==> config.mk <==
export PLATFORM = sky130hd
export DESIGN_NAME = windowed_rms_noise_detector_core
export DESIGN_NICKNAME = d
export VERILOG_FILES = /design/src/hdl/wrms_pkg.sv /design/src/hdl/windowed_rms_noise_detector_core.sv
export SDC_FILE = /design/constraint.sdc
export NUM_CORES = 2
export LEC_CHECK = 0
export BUFFER_PORTS_ARGS = -buffer_cell sky130_fd_sc_hd__buf_2
export CAP_MARGIN = 20
export CORE_AREA = 2 2 203 354
export CTS_CLUSTER_DIAMETER = 100
export DETAILED_ROUTE_END_ITERATION = 8
export DIE_AREA = 0 0 205 356
export PLACE_DENSITY = 0.86
export SYNTH_ARGS = -nofsm -noshare
export SYNTH_HDL_FRONTEND = slang
export SYNTH_SLANG_ARGS = --single-unit
==> constraint.sdc <==
create_clock -name clk -period 7 [get_ports clk]
set_input_delay 0.35 -clock clk [delete_from_list [all_inputs] [get_ports clk]]
set_output_delay 0.35 -clock clk [all_outputs]
set_load 0.01 [all_outputs]
==> src/hdl/wrms_pkg.sv <==
// Shared widths, constants and codes for the windowed RMS noise detector.
package wrms_pkg;

    localparam int SAMPLE_BITS = 10;
    localparam int COUNT_BITS  = 12;
    localparam int FRAC_BITS   = 8;

    localparam int LEVEL_BITS = SAMPLE_BITS + FRAC_BITS;
    localparam int SUM_BITS   = SAMPLE_BITS + COUNT_BITS;
    localparam int SQ_BITS    = 2 * LEVEL_BITS + COUNT_BITS;
    localparam int ROOT_BITS  = (SQ_BITS + 1) / 2;
    localparam int NUM_BITS   = 2 * ROOT_BITS;
    localparam int REM_BITS   = ROOT_BITS + 3;
    localparam int ITER_BITS  = $clog2(NUM_BITS);
    localparam int PROD_BITS  = 2 * LEVEL_BITS;
    localparam int EMA_BITS   = PROD_BITS + 1;
    localparam int CFG_BITS   = (LEVEL_BITS > COUNT_BITS) ? LEVEL_BITS : COUNT_BITS;

    localparam int ALPHA_BITS = 9;
    localparam int ALPHA_FRAC = 8;
    localparam logic [ALPHA_BITS-1:0] ALPHA_ONE = ALPHA_BITS'(256);

    localparam logic [COUNT_BITS-1:0] WINDOW_LEN_RESET     = COUNT_BITS'(100);
    localparam logic [ALPHA_BITS-1:0] SMOOTH_ALPHA_RESET   = ALPHA_BITS'(46);
    localparam logic [LEVEL_BITS-1:0] QUIET_LEVEL_RESET    = LEVEL_BITS'(38);
    localparam logic [LEVEL_BITS-1:0] LOUD_THRESHOLD_RESET = LEVEL_BITS'(102);

    typedef enum logic [1:0] {
        CFG_WINDOW_LEN     = 2'd0,
        CFG_SMOOTH_ALPHA   = 2'd1,
        CFG_QUIET_LEVEL    = 2'd2,
        CFG_LOUD_THRESHOLD = 2'd3
    } cfg_index_t;

    typedef enum logic [3:0] {
        ST_IDLE,
        ST_MEAN_LOAD,
        ST_SQUARE,
        ST_ACCUM,
        ST_DIVIDE,
        ST_ROOT,
        ST_EMA_NEW,
        ST_EMA_OLD,
        ST_EMA_SUM,
        ST_FINISH
    } state_t;

endpackage

==> src/hdl/windowed_rms_noise_detector_core.sv <==
// Windowed RMS noise detector: sequencer, shared divide/root unit and shared multiplier.
//
//  channel | direction | handshake            | payload
//  --------+-----------+----------------------+--------------------------------------------
//  in      | request   | in_valid / in_stall  | sample
//  out     | result    | out_valid / out_stall| rms_level, smoothed_level, relative_level,
//          |           |                      | is_quiet, state_changed
//  cfg     | write     | cfg_write            | cfg_index, cfg_data
//
//  A mean-phase sample is summed on acceptance; the last one goes on through the mean load and the mean divide.
//  A square-phase sample passes through the deviation, multiply and accumulate steps.
//  The last square-phase sample goes on through the divide steps, the root steps and the
//  smoothing and compare states (EMA new, EMA old, EMA sum, finish).
//  Divide and root share one compare-subtract unit; products share one multiplier.
//  Reset restores the register defaults and clears the window; in_stall holds while busy,
//  and a pending result waits in the output register while out_stall is high.
module windowed_rms_noise_detector_core
    import wrms_pkg::*;
(
    input  logic                  clk,
    input  logic                  rst_n,
    input  logic                  in_valid,
    output logic                  in_stall,
    input  logic [SAMPLE_BITS-1:0] sample,
    output logic                  out_valid,
    input  logic                  out_stall,
    output logic [LEVEL_BITS-1:0] rms_level,
    output logic [LEVEL_BITS-1:0] smoothed_level,
    output logic [LEVEL_BITS-1:0] relative_level,
    output logic                  is_quiet,
    output logic                  state_changed,
    input  logic                  cfg_write,
    input  logic [1:0]            cfg_index,
    input  logic [CFG_BITS-1:0]   cfg_data
);

    state_t                state_reg, state_next;
    logic                  phase_reg, phase_next;
    logic [COUNT_BITS-1:0] count_reg, count_next;
    logic [SUM_BITS-1:0]   sum_reg, sum_next;
    logic [LEVEL_BITS-1:0] mean_reg, mean_next;
    logic [SQ_BITS-1:0]    sqsum_reg, sqsum_next;
    logic [LEVEL_BITS-1:0] smooth_reg, smooth_next;
    logic                  last_quiet_reg, last_quiet_next;
    logic                  out_valid_reg, out_valid_next;
    logic                  last_reg, last_next;

    logic [COUNT_BITS-1:0] window_len_reg;
    logic [ALPHA_BITS-1:0] alpha_reg;
    logic [LEVEL_BITS-1:0] quiet_reg;
    logic [LEVEL_BITS-1:0] thresh_reg;

    logic [COUNT_BITS-1:0] div_n_reg, div_n_next;
    logic [LEVEL_BITS-1:0] dev_reg, dev_next;
    logic [PROD_BITS-1:0]  prod_reg, prod_next;
    logic [PROD_BITS-1:0]  ema_reg, ema_next;
    logic [NUM_BITS-1:0]   num_reg, num_next;
    logic [REM_BITS-1:0]   rem_reg, rem_next;
    logic [ROOT_BITS-1:0]  root_reg, root_next;
    logic [LEVEL_BITS-1:0] rms_reg, rms_next;
    logic [ITER_BITS-1:0]  iter_reg, iter_next;

    logic [LEVEL_BITS-1:0] rms_out_reg, rms_out_next;
    logic [LEVEL_BITS-1:0] sm_out_reg, sm_out_next;
    logic [LEVEL_BITS-1:0] rel_out_reg, rel_out_next;
    logic                  quiet_out_reg, quiet_out_next;
    logic                  changed_out_reg, changed_out_next;

    logic                  accept;
    logic [COUNT_BITS-1:0] len_eff;
    logic [COUNT_BITS-1:0] count_inc;
    logic [COUNT_BITS-1:0] n_cur;
    logic                  phase_end;
    logic [LEVEL_BITS-1:0] x_val;
    logic [ALPHA_BITS-1:0] alpha_c;
    logic [ALPHA_BITS-1:0] alpha_rest;
    logic [LEVEL_BITS-1:0] mul_a;
    logic [LEVEL_BITS-1:0] mul_b;
    logic [REM_BITS-1:0]   sub_a;
    logic [REM_BITS-1:0]   sub_b;
    logic [REM_BITS:0]     sub_diff;
    logic                  sub_ge;
    logic                  div_done;
    logic                  root_done;
    logic [EMA_BITS-1:0]   ema_sum;
    logic [EMA_BITS-1:0]   ema_shift;
    logic [LEVEL_BITS-1:0] rel_val;
    logic                  quiet_val;

    assign accept    = in_valid && !in_stall;
    assign in_stall  = (state_reg != ST_IDLE);
    assign len_eff   = (window_len_reg == '0) ? COUNT_BITS'(1) : window_len_reg;
    assign count_inc = count_reg + COUNT_BITS'(1);
    assign n_cur     = (count_inc == '0) ? COUNT_BITS'(1) : count_inc;
    assign phase_end = (n_cur >= len_eff);
    assign x_val     = {sample, {FRAC_BITS{1'b0}}};
    assign alpha_c   = (alpha_reg > ALPHA_ONE) ? ALPHA_ONE : alpha_reg;
    assign alpha_rest = ALPHA_ONE - alpha_c;
    assign div_done  = (iter_reg == ITER_BITS'(NUM_BITS - 1));
    assign root_done = (iter_reg == ITER_BITS'(ROOT_BITS - 1));

    // shared compare-subtract unit: one divide bit or one root bit per cycle
    always_comb
    begin
        if (state_reg == ST_ROOT)
        begin
            sub_a = {rem_reg[REM_BITS-3:0], num_reg[NUM_BITS-1:NUM_BITS-2]};
            sub_b = {1'b0, root_reg, 2'b01};
        end
        else
        begin
            sub_a = {rem_reg[REM_BITS-2:0], num_reg[NUM_BITS-1]};
            sub_b = REM_BITS'(div_n_reg);
        end
        sub_diff = {1'b0, sub_a} - {1'b0, sub_b};
        sub_ge   = !sub_diff[REM_BITS];
    end

    // shared multiplier operand select
    always_comb
    begin
        unique case (state_reg)
            ST_EMA_NEW:
            begin
                mul_a = LEVEL_BITS'(alpha_c);
                mul_b = rms_reg;
            end
            ST_EMA_OLD:
            begin
                mul_a = LEVEL_BITS'(alpha_rest);
                mul_b = smooth_reg;
            end
            default:
            begin
                mul_a = dev_reg;
                mul_b = dev_reg;
            end
        endcase
    end

    assign ema_sum   = {1'b0, ema_reg} + {1'b0, prod_reg}
                       + EMA_BITS'(1 << (ALPHA_FRAC - 1));
    assign ema_shift = ema_sum >> ALPHA_FRAC;
    assign rel_val   = (smooth_reg > quiet_reg) ? (smooth_reg - quiet_reg) : '0;
    assign quiet_val = (rel_val < thresh_reg);

    // next state
    always_comb
    begin
        state_next = state_reg;
        unique case (state_reg)
            ST_IDLE:
            begin
                if (accept)
                begin
                    if (phase_reg)
                        state_next = ST_SQUARE;
                    else if (phase_end)
                        state_next = ST_MEAN_LOAD;
                end
            end
            ST_MEAN_LOAD: state_next = ST_DIVIDE;
            ST_SQUARE:    state_next = ST_ACCUM;
            ST_ACCUM:     state_next = last_reg ? ST_DIVIDE : ST_IDLE;
            ST_DIVIDE:
            begin
                if (div_done)
                    state_next = phase_reg ? ST_ROOT : ST_IDLE;
            end
            ST_ROOT:
            begin
                if (root_done)
                    state_next = ST_EMA_NEW;
            end
            ST_EMA_NEW:   state_next = ST_EMA_OLD;
            ST_EMA_OLD:   state_next = ST_EMA_SUM;
            ST_EMA_SUM:   state_next = ST_FINISH;
            ST_FINISH:
            begin
                if (!(out_valid_reg && out_stall))
                    state_next = ST_IDLE;
            end
            default:      state_next = ST_IDLE;
        endcase
    end

    // datapath and outputs
    always_comb
    begin
        phase_next       = phase_reg;
        count_next       = count_reg;
        sum_next         = sum_reg;
        mean_next        = mean_reg;
        sqsum_next       = sqsum_reg;
        smooth_next      = smooth_reg;
        last_quiet_next  = last_quiet_reg;
        out_valid_next   = out_valid_reg && out_stall;
        last_next        = last_reg;
        div_n_next       = div_n_reg;
        dev_next         = dev_reg;
        prod_next        = prod_reg;
        ema_next         = ema_reg;
        num_next         = num_reg;
        rem_next         = rem_reg;
        root_next        = root_reg;
        rms_next         = rms_reg;
        iter_next        = iter_reg;
        rms_out_next     = rms_out_reg;
        sm_out_next      = sm_out_reg;
        rel_out_next     = rel_out_reg;
        quiet_out_next   = quiet_out_reg;
        changed_out_next = changed_out_reg;

        unique case (state_reg)
            ST_IDLE:
            begin
                if (accept)
                begin
                    div_n_next = n_cur;
                    last_next  = phase_end;
                    count_next = phase_end ? '0 : count_inc;
                    if (!phase_reg)
                        sum_next = sum_reg + SUM_BITS'(sample);
                    else
                        dev_next = (x_val >= mean_reg) ? (x_val - mean_reg)
                                                       : (mean_reg - x_val);
                end
            end
            ST_MEAN_LOAD:
            begin
                num_next  = NUM_BITS'({sum_reg, {FRAC_BITS{1'b0}}})
                            + NUM_BITS'(div_n_reg >> 1);
                rem_next  = '0;
                iter_next = '0;
                sum_next  = '0;
            end
            ST_SQUARE:
            begin
                prod_next = mul_a * mul_b;
            end
            ST_ACCUM:
            begin
                if (last_reg)
                begin
                    num_next   = NUM_BITS'(sqsum_reg + SQ_BITS'(prod_reg));
                    sqsum_next = '0;
                    rem_next   = '0;
                    iter_next  = '0;
                end
                else
                begin
                    sqsum_next = sqsum_reg + SQ_BITS'(prod_reg);
                end
            end
            ST_DIVIDE:
            begin
                rem_next  = sub_ge ? sub_diff[REM_BITS-1:0] : sub_a;
                num_next  = {num_reg[NUM_BITS-2:0], sub_ge};
                iter_next = iter_reg + ITER_BITS'(1);
                if (div_done)
                begin
                    iter_next = '0;
                    rem_next  = '0;
                    root_next = '0;
                    if (!phase_reg)
                    begin
                        mean_next  = (|num_next[NUM_BITS-1:LEVEL_BITS]) ? '1
                                     : num_next[LEVEL_BITS-1:0];
                        phase_next = 1'b1;
                    end
                end
            end
            ST_ROOT:
            begin
                rem_next  = sub_ge ? sub_diff[REM_BITS-1:0] : sub_a;
                root_next = {root_reg[ROOT_BITS-2:0], sub_ge};
                num_next  = {num_reg[NUM_BITS-3:0], 2'b00};
                iter_next = iter_reg + ITER_BITS'(1);
                if (root_done)
                    rms_next = (|root_next[ROOT_BITS-1:LEVEL_BITS]) ? '1
                               : root_next[LEVEL_BITS-1:0];
            end
            ST_EMA_NEW:
            begin
                prod_next = mul_a * mul_b;
            end
            ST_EMA_OLD:
            begin
                ema_next  = prod_reg;
                prod_next = mul_a * mul_b;
            end
            ST_EMA_SUM:
            begin
                smooth_next = (|ema_shift[EMA_BITS-1:LEVEL_BITS]) ? '1
                              : ema_shift[LEVEL_BITS-1:0];
            end
            ST_FINISH:
            begin
                if (!(out_valid_reg && out_stall))
                begin
                    out_valid_next   = 1'b1;
                    rms_out_next     = rms_reg;
                    sm_out_next      = smooth_reg;
                    rel_out_next     = rel_val;
                    quiet_out_next   = quiet_val;
                    changed_out_next = (quiet_val != last_quiet_reg);
                    last_quiet_next  = quiet_val;
                    phase_next       = 1'b0;
                end
            end
            default:
            begin
            end
        endcase
    end

    always_ff @(posedge clk or negedge rst_n)
    begin
        if (!rst_n)
        begin
            state_reg      <= ST_IDLE;
            phase_reg      <= 1'b0;
            count_reg      <= '0;
            sum_reg        <= '0;
            mean_reg       <= '0;
            sqsum_reg      <= '0;
            smooth_reg     <= '0;
            last_quiet_reg <= 1'b1;
            out_valid_reg  <= 1'b0;
            last_reg       <= 1'b0;
        end
        else
        begin
            state_reg      <= state_next;
            phase_reg      <= phase_next;
            count_reg      <= count_next;
            sum_reg        <= sum_next;
            mean_reg       <= mean_next;
            sqsum_reg      <= sqsum_next;
            smooth_reg     <= smooth_next;
            last_quiet_reg <= last_quiet_next;
            out_valid_reg  <= out_valid_next;
            last_reg       <= last_next;
        end
    end

    always_ff @(posedge clk or negedge rst_n)
    begin
        if (!rst_n)
        begin
            window_len_reg <= WINDOW_LEN_RESET;
            alpha_reg      <= SMOOTH_ALPHA_RESET;
            quiet_reg      <= QUIET_LEVEL_RESET;
            thresh_reg     <= LOUD_THRESHOLD_RESET;
        end
        else if (cfg_write)
        begin
            unique case (cfg_index_t'(cfg_index))
                CFG_WINDOW_LEN:     window_len_reg <= cfg_data[COUNT_BITS-1:0];
                CFG_SMOOTH_ALPHA:   alpha_reg      <= cfg_data[ALPHA_BITS-1:0];
                CFG_QUIET_LEVEL:    quiet_reg      <= cfg_data[LEVEL_BITS-1:0];
                CFG_LOUD_THRESHOLD: thresh_reg     <= cfg_data[LEVEL_BITS-1:0];
                default:            window_len_reg <= window_len_reg;
            endcase
        end
    end

    always_ff @(posedge clk)
    begin
        div_n_reg       <= div_n_next;
        dev_reg         <= dev_next;
        prod_reg        <= prod_next;
        ema_reg         <= ema_next;
        num_reg         <= num_next;
        rem_reg         <= rem_next;
        root_reg        <= root_next;
        rms_reg         <= rms_next;
        iter_reg        <= iter_next;
        rms_out_reg     <= rms_out_next;
        sm_out_reg      <= sm_out_next;
        rel_out_reg     <= rel_out_next;
        quiet_out_reg   <= quiet_out_next;
        changed_out_reg <= changed_out_next;
    end

    assign out_valid      = out_valid_reg;
    assign rms_level      = rms_out_reg;
    assign smoothed_level = sm_out_reg;
    assign relative_level = rel_out_reg;
    assign is_quiet       = quiet_out_reg;
    assign state_changed  = changed_out_reg;

`ifndef ASSERT_OFF
    a_root_square_phase: assert property (@(posedge clk) disable iff (!rst_n)
        (state_reg == ST_ROOT) |-> phase_reg)
        else $error("root step outside square phase");

    a_result_from_finish: assert property (@(posedge clk) disable iff (!rst_n)
        $rose(out_valid_reg) |-> $past(state_reg == ST_FINISH))
        else $error("result raised outside finish step");

    a_square_after_accept: assert property (@(posedge clk) disable iff (!rst_n)
        (accept && phase_reg) |=> (state_reg == ST_SQUARE))
        else $error("square-phase request did not start the multiply");

    a_divide_remainder: assert property (@(posedge clk) disable iff (!rst_n)
        (state_reg == ST_DIVIDE) |-> (rem_reg < REM_BITS'(div_n_reg)))
        else $error("divide remainder not below divisor");
`endif

endmodule
Word level (Yosys, flattened, before mapping)
Index checks and enable logic that the tools add are counted.

word-level totals
  register bits = 463

operators by class
  $add $sub $neg = 12
  multipliers = 1
  order comparisons = 5
  equal/unequal tests = 22
  muxes and demuxes = 40
  bitwise gates (word level) = 2
  reductions and logical operators = 31

operators with widths
  cell                   count
  $pmux 48 s4            1
  $mux 26                4
  $pmux 26 s4            1
  $mux 48                2
  $mux 18                4
  $pmux 18 s2            2
  $sub 18x18->18         3
  $add 48x36->48         1
  $pmux 24 s2            1
  $mux 22                2
  $pmux 22 s2            1
  $pmux 4 s10            1
  $add 36x36->37         1
  $add 37x8->37 const B  1
  $mul 18x18->36         1
  $mux 12                3
  $add 30x11->31         1
  $reduce_or 30->1       1
  $sub 27x26->28         1
  $mux 27                1
  $logic_not 12->1       2
  $mux 24                1
  $mux 4                 6
  $pmux 6 s4             1
  38 further kinds       70

Longest topological paths before layout
  depth after elaboration = 8
  depth in mapped cells = 33

Worst setup path before layout
OpenSTA, ideal clock, no wires.

  path kind = reg-to-reg
  start point = reg alpha_reg[8]
  end point = reg prod_reg[34] (data pin)
  setup time = 0.258 ns
  arrival time = 7.322 ns
  required time = 6.742 ns
  slack = -0.580 ns
  stages on the path, launching flop included = 33
  clock period less this slack = 7.580 ns
  cells stage by stage = dfrtp_1 -> clkbuf_1 -> inv_1 -> nand2_1 -> ha_1 -> o21ai_0 -> nand2_1 -> and3_1 -> nor3_1 -> or2_2 -> clkbuf_1 -> nor2_1 -> fa_1 -> inv_1 -> fa_1 -> inv_1 -> fa_1 -> fa_1 -> inv_1 -> fa_1 -> fa_1 -> inv_1 -> ha_1 -> and2_1 -> a221oi_2 -> o21a_1 -> a2bb2oi_1 -> nand3_1 -> a41oi_1 -> nor3_1 -> or3_1 -> a21oi_1 -> xnor2_1

on the way
  cells in the longest elaborated chain, start to end = 5

ends and longest elaborated chain
  what                    RTL line                                                                                                                   RTL
  start, declared         windowed_rms_noise_detector_core.sv:49                                                                                     logic [ALPHA_BITS-1:0] alpha_reg;
  start signal, assigned  windowed_rms_noise_detector_core.sv:360                                                                                    CFG_SMOOTH_ALPHA: alpha_reg <= cfg_data[ALPHA_BITS-1:0];
  $gt 9x9->1              windowed_rms_noise_detector_core.sv:97                                                                                     assign alpha_c = (alpha_reg > ALPHA_ONE) ? ALPHA_ONE : alpha_reg;
  $mux 9 (*)              windowed_rms_noise_detector_core.sv:97
  $sub 9x9->9             windowed_rms_noise_detector_core.sv:98                                                                                     assign alpha_rest = ALPHA_ONE - alpha_c;
  $pmux 18 s2 (*)         windowed_rms_noise_detector_core.sv:122                                                                                    unique case (state_reg)
  $mul 18x18->36 (*)      windowed_rms_noise_detector_core.sv:239, windowed_rms_noise_detector_core.sv:285, windowed_rms_noise_detector_core.sv:290
  end signal, assigned    windowed_rms_noise_detector_core.sv:372                                                                                    prod_reg <= prod_next;
  end, declared           windowed_rms_noise_detector_core.sv:55                                                                                     logic [PROD_BITS-1:0] prod_reg, prod_next;

Mark *: on every way between the ends. The rest lies on a longest branch, timed or not.
A chain may end at the register's enable or synchronous reset.

Worst setup path after layout
  start point = reg alpha_reg[3]
  end point = reg prod_reg[34] (data pin)

The elaborated chain is that of the path after synthesis.

==> results.yml <==
floorplan:
  die_y_um: 356
  floorplan.initialDensity_pct: 54.4
  die_width_um: 205
  num_rows: 129
  boundaryPins: 93
  core_area_um2: 70400
  design.die.area_um2: 73000
route:
  wl_per_cell_um: 23.6
  drt_iter0_drc: 2658
  vias: 31308
  via_per_inst: 6.08
  drt.antenna.violating_nets: 0
  wirelength_mm: 121
  drc: 0
  dr.pass1.iters: 8
power_and_ir_drop:
  p_int_mw: 4.48
  switchingPower_mw: 1.46
  p_comb_share_pct: 7.1
  p_per_area_nw_per_um2: 135
  p_leak_nw: 20.5
  power_frac_clock_pct: 42.5
  power_mw: 5.94
  p_sw_share_pct: 24.6
  p_seq_share_pct: 50.3
  peakVddDrop_mv: 0.166
global_route:
  grt_first_pass_wirelength_mm: 184
  grt-busiest-layer: "met2"
  grt_max_degree: 92
  grt_pass1_vias: 32286
  gr-usage-met1_pct: 34.6
  met3_usage_pct: 5.23
  gr-usage-all-layers_pct: 33.7
  overflow: 0
  gr-usage-met2_pct: 58.9
  antenna_found_initial: 4
sta:
  timing.fmax_mhz: 138
  fin_crit_ps: 7250
  hold_violations: 0
  max-slew-margin-rel_pct: 26.4
  finalClockSkew_ps: 67.0
  period_share_pct: 104
  worstMarginPinSlew_ps: 1100
  setup_viol: 10
  fin_ws_ps: -246
  rsz0062_at_grt: "yes"
  final.setup.tns_ps: -1070
  slew_viol_final: 0
setup_path:
  crit_family: "adder cells"
  path_common_cell: "fa_1"
  critical_path.max_stage_delay_ps: 560
  critPathBufInv: 7
  critPathKind: "flip-flop to flip-flop"
  reg2reg_from: "alpha_reg[3]"
  endpoint_kind: "flip-flop"
  r2r_slack_ps: -250
  cpMaxStageDelayCell: "fa_2"
  worstReg2RegEnd: "prod_reg[34]"
  worst_r2r_path_depth: 31
  arrival_ps: 7610
  worst_setup_path_start_kind: "flip-flop"
  required_ps: 7360
  cp_max_fo: 5
synthesis:
  ys_seq_elements: 463
  synth_edf_count: 280
  ys_types: 103
  ys.flop_type: "edfxtp_1"
  syn-instance-count: 3920
  syn_nets: 4540
  synth_async_sr_flop_share_pct: 39.5
  yosysWarnings: 0
  synth_area_per_cell_um2: 9.76
  synth_area_um2: 38300
  synth-seq-area-share_pct: 34.0
final_layout:
  drive_gt1_share_pct: 18.2
  fin_nets: 4814
  final_cell_mix: "inv_1, nand2_1, ha_1"
  syn_to_final_growth_pct: 15.1
  fill_cells: 5463
  layout_commonest_cell: "inv_1"
clock_network:
  clock-sinks: 463
  clockBufferDepth: 3
  h-tree-depth: 2
  clk_pin_slew_ps: 70
  numCtsBuffers: 45
  cts-root-buf: "clkbuf_16"
  insertion_delay_ps: 660
  tritoncts: "done"
place:
  dp_hpwl_mm: 92.7
  portBuffers: 92
  gp_congestion: 1.04
min_path:
  hp-class: "primary input to flip-flop"
  hp-start: "cfg_data[7]"
  hold_depth: 3
  hold_end: "window_len_reg[7]"
run_status:
  violations: "setup timing"
  status: "finished, violations left"
flow_run:
  max_cap_viol_count: 0
==> layer usage <==
| layer | part of all wire [%] | vias to the layer above |
|---|---|---|
| met5 | 0.0091 | - |
| li1 | - | 13996 |
| met1 | 32 | 15310 |
| met4 | 11 | 2 |
| met3 | 6.7 | 484 |
| met2 | 50 | 1516 |
==> how the worst max path moves through the flow <==
stage	from	endpoint	slack [ps]	cells past startpoint
2_1_floorplan	alpha_reg[8]	prod_reg[34]	8	32
3_3_place_gp	alpha_reg[1]	prod_reg[34]	-460	27
3_5_place_dp	alpha_reg[3]	prod_reg[34]	-560	31
4_1_cts	alpha_reg[1]	prod_reg[34]	-110	30
5_1_grt	alpha_reg[1]	prod_reg[34]	-470	30
6_report	alpha_reg[3]	prod_reg[34]	-250	31
==> cell usage after synthesis, types with 18 or more instances <==
library cell | number | share of area [%]
a21o_1 | 94 | 1.8
a21oi_1 | 190 | 2.5
a21oi_2 | 18 | 0.41
a22o_1 | 21 | 0.48
a22oi_1 | 20 | 0.39
and2_1 | 18 | 0.29
and3_1 | 82 | 1.3
clkbuf_1 | 128 | 1.3
dfrtp_1 | 168 | 11
edfxtp_1 | 280 | 22
fa_1 | 262 | 14
ha_1 | 323 | 11
inv_1 | 495 | 4.9
mux2_2 | 55 | 1.6
mux2i_1 | 50 | 1.3
nand2_1 | 369 | 3.6
nand2b_1 | 39 | 0.64
nand3_1 | 123 | 1.6
nand4_1 | 27 | 0.44
nor2_1 | 313 | 3.1
nor2b_1 | 37 | 0.61
nor3_1 | 41 | 0.54
o21a_1 | 25 | 0.49
o21ai_0 | 143 | 1.9
o21ai_1 | 34 | 0.44
o21bai_1 | 19 | 0.37
o22a_1 | 18 | 0.41
o31ai_1 | 19 | 0.37
or2_2 | 38 | 0.62
xnor2_1 | 118 | 2.7
xor2_1 | 69 | 1.6
==> power by group through the flow <==
stage,sequential [mW],combinational (mW),clock (mW)
2_1_floorplan,3.03,0.236,0
3_3_place_gp,3.03,0.357,0
3_5_place_dp,3.04,0.374,0
4_1_cts,2.98,0.397,2.54
5_1_grt,2.99,0.465,2.65
6_report,2.99,0.424,2.53
==> worst min-delay path, cell delays in order <==
cell and delay [ps]:
buf_2 130, nand2_1 70, o21ai_0 70
==> kinds of logic (layout without fill, tap and decap cells) <==
group,Yosys count,in the layout,share of synthesized area (%)
AND/OR/NAND/NOR,1157,1157,14.2
AO/OA/AOI/OAI,769,769,13.8
buffers and inverters,653,963,6.51
adder cells (fa/ha/maj),585,585,24.3
flip-flops,463,463,34.0
XOR/XNOR,187,187,4.28
multiplexers,106,106,2.96
other,0,2,0
==> metrics by stage <==
stage	std cells	area, um^2	utilization [%]	worst slack (ps)	hold WS [ps]
2_1_floorplan	3920	38500	-	8.48	54.4
3_3_place_gp	5028	41500	59.0	-464	296
3_5_place_dp	5028	41500	59.0	-557	297
4_1_cts	5132	43600	61.9	-113	4.00
5_1_grt	5147	44000	62.6	-465	23.6
6_report	5149	44000	62.6	-246	22.5
==> final cells by class <==
| cell class | instances | area (um^2) | share of cell area [%] |
|---|---|---|---|
| Multi-Input combinational cell | 2804 | 23600 | 53.6 |
| Sequential cell | 463 | 13000 | 29.5 |
| Timing Repair Buffer | 383 | 2880 | 6.54 |
| Inverter | 497 | 1870 | 4.25 |
| Clock buffer | 53 | 1180 | 2.67 |
| Tap cell | 917 | 1150 | 2.61 |
| Clock inverter | 30 | 322 | 0.730 |
| Antenna cell | 2 | 5.00 | 0.0114 |
==> what timing repair did <==
item	4_1_cts	5_1_grt
setup endpoints to repair	14	19
pin swaps	107	61
buffers inserted	10	12
endpoints found under the hold margin	52	0
gates resized for setup	88	82
hold buffers	11	0
cloned	0	0
Power figures use the tool's default switching activity.
